--- config.mk ---
export PLATFORM = sky130hd
export DESIGN_NAME = sme_front
export DESIGN_NICKNAME = d
export VERILOG_FILES = /design/src/rtl/sme_pkg.sv /design/src/rtl/sme_front.sv
export SDC_FILE = /design/constraint.sdc
export NUM_CORES = 1
export LEC_CHECK = 0
export BUFFER_PORTS_ARGS = -buffer_cell sky130_fd_sc_hd__buf_4
export CORE_AREA = 2 2 113 87
export DETAILED_ROUTE_END_ITERATION = 7
export DIE_AREA = 0 0 115 89
export RECOVER_POWER = 25
export SETUP_SLACK_MARGIN = 0.02
export SLEW_MARGIN = 10
export SYNTH_ARGS = -nofsm -noshare
export SYNTH_HDL_FRONTEND = slang
export SYNTH_SLANG_ARGS = --single-unit
--- constraint.sdc ---
create_clock -name clk_i -period 2.8 [get_ports clk_i]
set_input_delay 0.84 -clock clk_i [delete_from_list [all_inputs] [get_ports clk_i]]
set_output_delay 0.84 -clock clk_i [all_outputs]
set_load 0.1 [all_outputs]
--- src/rtl/sme_pkg.sv ---
// Shared types, opcodes, status codes and sizes for the stack machine executor.
package sme_pkg;

  localparam int unsigned STACK_DEPTH = 1024;
  localparam int unsigned DEPTH_W     = $clog2(STACK_DEPTH + 1);
  localparam int unsigned ADDR_W      = $clog2(STACK_DEPTH);
  localparam int unsigned QDEPTH      = 2;
  localparam int unsigned QPTR_W      = $clog2(QDEPTH);
  localparam int unsigned QCNT_W      = $clog2(QDEPTH + 1);
  localparam int unsigned DIV_STEPS   = 32;
  localparam int unsigned DCNT_W      = $clog2(DIV_STEPS);

  localparam logic [7:0] OPC_HALT  = 8'd0;
  localparam logic [7:0] OPC_PUSHC = 8'd1;
  localparam logic [7:0] OPC_ADD   = 8'd2;
  localparam logic [7:0] OPC_SUB   = 8'd3;
  localparam logic [7:0] OPC_MUL   = 8'd4;
  localparam logic [7:0] OPC_DIV   = 8'd5;
  localparam logic [7:0] OPC_MOD   = 8'd6;
  localparam logic [7:0] OPC_RDINT = 8'd7;
  localparam logic [7:0] OPC_WRINT = 8'd8;
  localparam logic [7:0] OPC_RDCHR = 8'd9;
  localparam logic [7:0] OPC_WRCHR = 8'd10;

  localparam logic [2:0] ST_OK        = 3'd0;
  localparam logic [2:0] ST_HALTED    = 3'd1;
  localparam logic [2:0] ST_OVERFLOW  = 3'd2;
  localparam logic [2:0] ST_UNDERFLOW = 3'd3;
  localparam logic [2:0] ST_DIVZERO   = 3'd4;
  localparam logic [2:0] ST_UNKNOWN   = 3'd5;

  localparam logic [1:0] KIND_NONE = 2'd0;
  localparam logic [1:0] KIND_INT  = 2'd1;
  localparam logic [1:0] KIND_CHR  = 2'd2;

  typedef enum logic [3:0] {
    OP_HALT,
    OP_PUSH,
    OP_ADD,
    OP_SUB,
    OP_MUL,
    OP_DIV,
    OP_MOD,
    OP_WRINT,
    OP_WRCHR,
    OP_BAD
  } op_class_e;

  typedef struct packed {
    logic        [31:0] instruction;
    logic signed [31:0] read_value;
  } in_item_t;

  typedef struct packed {
    logic        [2:0]  status;
    logic        [1:0]  out_kind;
    logic signed [31:0] out_value;
  } out_item_t;

  typedef struct packed {
    op_class_e   op;
    logic [31:0] push_value;
  } cmd_t;

  typedef struct packed {
    logic               halted;
    logic [DEPTH_W-1:0] depth;
  } stat_t;

endpackage

--- src/rtl/sme_front.sv ---
// Front end: accepts items, decodes them into commands and queues them for the back end.
module sme_front
  import sme_pkg::*;
(
  input  logic     clk_i,
  input  logic     rst_ni,
  input  logic     in_valid_i,
  output logic     in_ready_o,
  input  in_item_t in_item_i,
  output logic     cmd_valid_o,
  output cmd_t     cmd_o,
  input  logic     cmd_pop_i
);

  cmd_t              cmd_q [QDEPTH];
  logic [QPTR_W-1:0] wptr_q, wptr_d;
  logic [QPTR_W-1:0] rptr_q, rptr_d;
  logic [QCNT_W-1:0] cnt_q, cnt_d;
  cmd_t              dec;
  logic              push;
  logic              pop;

  always_comb begin
    dec.op         = OP_BAD;
    dec.push_value = '0;
    unique case (in_item_i.instruction[31:24])
      OPC_HALT:  dec.op = OP_HALT;
      OPC_PUSHC: begin
        dec.op         = OP_PUSH;
        dec.push_value = {{8{in_item_i.instruction[23]}}, in_item_i.instruction[23:0]};
      end
      OPC_RDINT: begin
        dec.op         = OP_PUSH;
        dec.push_value = in_item_i.read_value;
      end
      OPC_RDCHR: begin
        dec.op         = OP_PUSH;
        dec.push_value = {{24{in_item_i.read_value[7]}}, in_item_i.read_value[7:0]};
      end
      OPC_ADD:   dec.op = OP_ADD;
      OPC_SUB:   dec.op = OP_SUB;
      OPC_MUL:   dec.op = OP_MUL;
      OPC_DIV:   dec.op = OP_DIV;
      OPC_MOD:   dec.op = OP_MOD;
      OPC_WRINT: dec.op = OP_WRINT;
      OPC_WRCHR: dec.op = OP_WRCHR;
      default:   dec.op = OP_BAD;
    endcase
  end

  assign in_ready_o  = (cnt_q != QCNT_W'(QDEPTH));
  assign cmd_valid_o = (cnt_q != '0);
  assign cmd_o       = cmd_q[rptr_q];
  assign push        = in_valid_i && in_ready_o;
  assign pop         = cmd_pop_i && cmd_valid_o;

  always_comb begin
    wptr_d = wptr_q;
    rptr_d = rptr_q;
    cnt_d  = cnt_q;
    if (push) begin
      wptr_d = (wptr_q == QPTR_W'(QDEPTH - 1)) ? '0 : wptr_q + 1'b1;
    end
    if (pop) begin
      rptr_d = (rptr_q == QPTR_W'(QDEPTH - 1)) ? '0 : rptr_q + 1'b1;
    end
    if (push && !pop) begin
      cnt_d = cnt_q + 1'b1;
    end else if (pop && !push) begin
      cnt_d = cnt_q - 1'b1;
    end
  end

  always_ff @(posedge clk_i or negedge rst_ni) begin
    if (!rst_ni) begin
      wptr_q <= '0;
      rptr_q <= '0;
      cnt_q  <= '0;
    end else begin
      wptr_q <= wptr_d;
      rptr_q <= rptr_d;
      cnt_q  <= cnt_d;
    end
  end

  always_ff @(posedge clk_i) begin
    if (push) begin
      cmd_q[wptr_q] <= dec;
    end
  end

endmodule

==> results.yml <==
status:
  status: "complete, no violations"
routing:
  drt-initial-drc-count: 82
  via_per_inst: 4.94
  vias: 2408
  wl_per_cell_um: 16.0
  first_pass_iters: 4
  drc: 0
  routed_wl_um: 7790
  antenna_left: 0
placed_design:
  port_buffers: 105
  post-place-ws_ns: 0.627
  dp_hpwl_um: 5210
  place_congestion: 0.747
setup_path:
  crit_arrival_ns: 1.62
  cp-end-kind: "output port"
  critPathKind: "flip-flop to output port"
  cp.required_ns: 1.96
  crit_path_start_kind: "flip-flop"
  cp_max_fo: 35
logic_synthesis:
  synth.net_count: 334
  synth_cells: 265
  synth_area_um2: 3570
  yosysWarnings: 0
  syn_area_per_cell_um2: 13.5
  synth-edff-count: 72
  yosys.area.top_type_share_pct: 60.6
  synthFlopType: "edfxtp_1"
  synth.distinct_cells: 33
  synth_top_area_cell: "edfxtp_1"
  ys_async_sr_fraction_pct: 5.26
  ys_ff_latch: 76
  synth.area.top_cells: "edfxtp_1, mux2_2, a21oi_1"
  ys_seq_area_share_pct: 63.4
cts:
  root_buffer: "clkbuf_16"
  cts_tree: "done"
  clk_pin_slew_worst_paths_ns: 0.05
  cts_setup_buffers: 0
  clkLatencyLatePin_ns: 0.33
  cts_buffer_depth: 2
  cts_made_buffers: 9
  h-tree-depth: 3
  postCtsHoldBufs: 0
  cts_resized: 0
  clock-sinks: 76
floorplan:
  coreArea_um2: 9010
  start_util_pct: 39.6
  ios: 106
  dieArea_um2: 10200
  die_w_um: 115
  fp.dieH_um: 89
  row_count: 30
min_path:
  hp-class: "input pin to asynchronous set/reset pin"
sta:
  finalHoldViolations: 0
  rsz0062_at_grt: "no"
  tns_ns: 0
  setup_violations: 0
  skew_ns: 0.00328
  worst_pin_slew_ns: 0.941
  slew_viol_final: 0
  finalCriticalPeriod_ns: 2.46
  setup_slack_ns: 0.337
  max_slew_margin_pct: 37.3
  fmaxAchievable_ghz: 0.406
  fin_crit_sh_pct: 88.0
cells_and_area:
  drive_gt1_share_pct: 46.1
  final_nets: 439
  layout_commonest_cell: "buf_4"
  n_antenna_cell: 0
  most-common-layout-cells: "buf_4, edfxtp_1, mux2_2"
  fillers: 805
  area_delta_synth_final_pct: 34.3
grt:
  groute.usage.overall_pct: 15.9
  grt_max_degree: 37
  grt_first_pass_wirelength_um: 12100
  grt_pass1_vias: 2349
  antenna_found_initial: 0
  grt_remaining_overflow: 0
power_and_ir_drop:
  p_per_area_nw_per_um2: 1290
  ir_drop_uv: 629
  p_leak_nw: 1.82
job:
  max_cap_viol_count: 0
## sequential cells by signal (all words and copies together) (netlist names)
name / count
cmd_q: 72
rptr_q: 1
cnt_q: 2
wptr_q: 1
## cell usage after synthesis (all sizes together), types with 2 or more instances
master	count
a21oi	26
a22oi	7
buf	15
clkbuf	3
dfrtp	4
edfxtp	72
inv	2
mux2	43
nand2	29
nand2b	2
nor2	10
nor2b	16
o21a	2
o21ai	19
xnor2	3
xor2	2
## layer usage
metal | part of all wire [%] | up-vias | global-route usage, %
met5 | 0 | - | 0
met4 | 1.8 | 0 | 6.90
met3 | 6.8 | 16 | 6.03
met2 | 45 | 74 | 24.6
met1 | 47 | 1138 | 20.3
li1 | - | 1180 | -
## layout make-up
class | count | area [um2] | area share [%]
multi-input cells | 169 | 1180 | 24.6
flip-flops and latches | 76 | 2260 | 47.2
well taps | 112 | 140 | 2.92
repair buffers | 112 | 847 | 17.7
clock inverters | 5 | 124 | 2.58
inverters | 2 | 7.51 | 0.157
clock buffers | 11 | 233 | 4.86
## cells by family (layout without fill, tap and decap cells)
logic type	after synthesis	after routing	synth area share [%]
muxes	43	43	13.6
AOI/OAI and AO/OA	55	55	8.52
xor gates and xnor gates	5	5	1.23
buffers and inverters	20	130	3.40
DFF	76	76	63.4
and+or+nand+nor	65	65	9.57
adders and majority gates	1	1	0.350
## worst max-delay path: stages (launching register included)
cell     delay, ns
dfrtp_2       0.40
buf_12        0.24
mux2_2        0.39
buf_4         0.24
## stage by stage
stage | std cells | utilization [%] | hold WS, ns | area [um2] | power [mW]
after floorplan | 265 | - | 0.457 | 3580 | 4.16
after global placement | 471 | 49.6 | 0.484 | 4470 | 4.84
after detailed placement | 471 | 49.6 | 0.486 | 4470 | 4.86
after CTS | 487 | 53.6 | 0.279 | 4830 | 6.24
after global routing | 487 | 53.2 | 0.330 | 4790 | 6.36
final | 487 | 53.2 | 0.324 | 4790 | 6.16
## power by group
| part | internal (mW) | switching, mW | leakage [nW] |
|---|---|---|---|
| clock | 0.958 | 0.416 | 0.171 |
| combinational | 0.745 | 2.42 | 0.910 |
| sequential | 1.54 | 0.0775 | 0.736 |
## worst paths after layout
kind | slack [ns] | to | from | depth (start not counted)
worst max-delay path | 0.34 | cmd_o[18] | rptr_q$_DFFE_PN0P_ | 3
worst min register to register | 0.49 | cnt_q[1]$_DFFE_PN0P_ | cnt_q[1]$_DFFE_PN0P_ | 1
min in group clk_i | 0.49 | cnt_q[1]$_DFFE_PN0P_ | cnt_q[1]$_DFFE_PN0P_ | 1
worst min-delay path | 0.32 | cnt_q[0]$_DFFE_PN0P_ | rst_ni | 1
worst max register to register | 0.49 | cmd_q[1][12]$_DFFE_PP_ | cnt_q[0]$_DFFE_PN0P_ | 3
max in group asynchronous | 2.28 | rptr_q$_DFFE_PN0P_ | rst_ni | 1
Power figures use the tool's default switching activity.
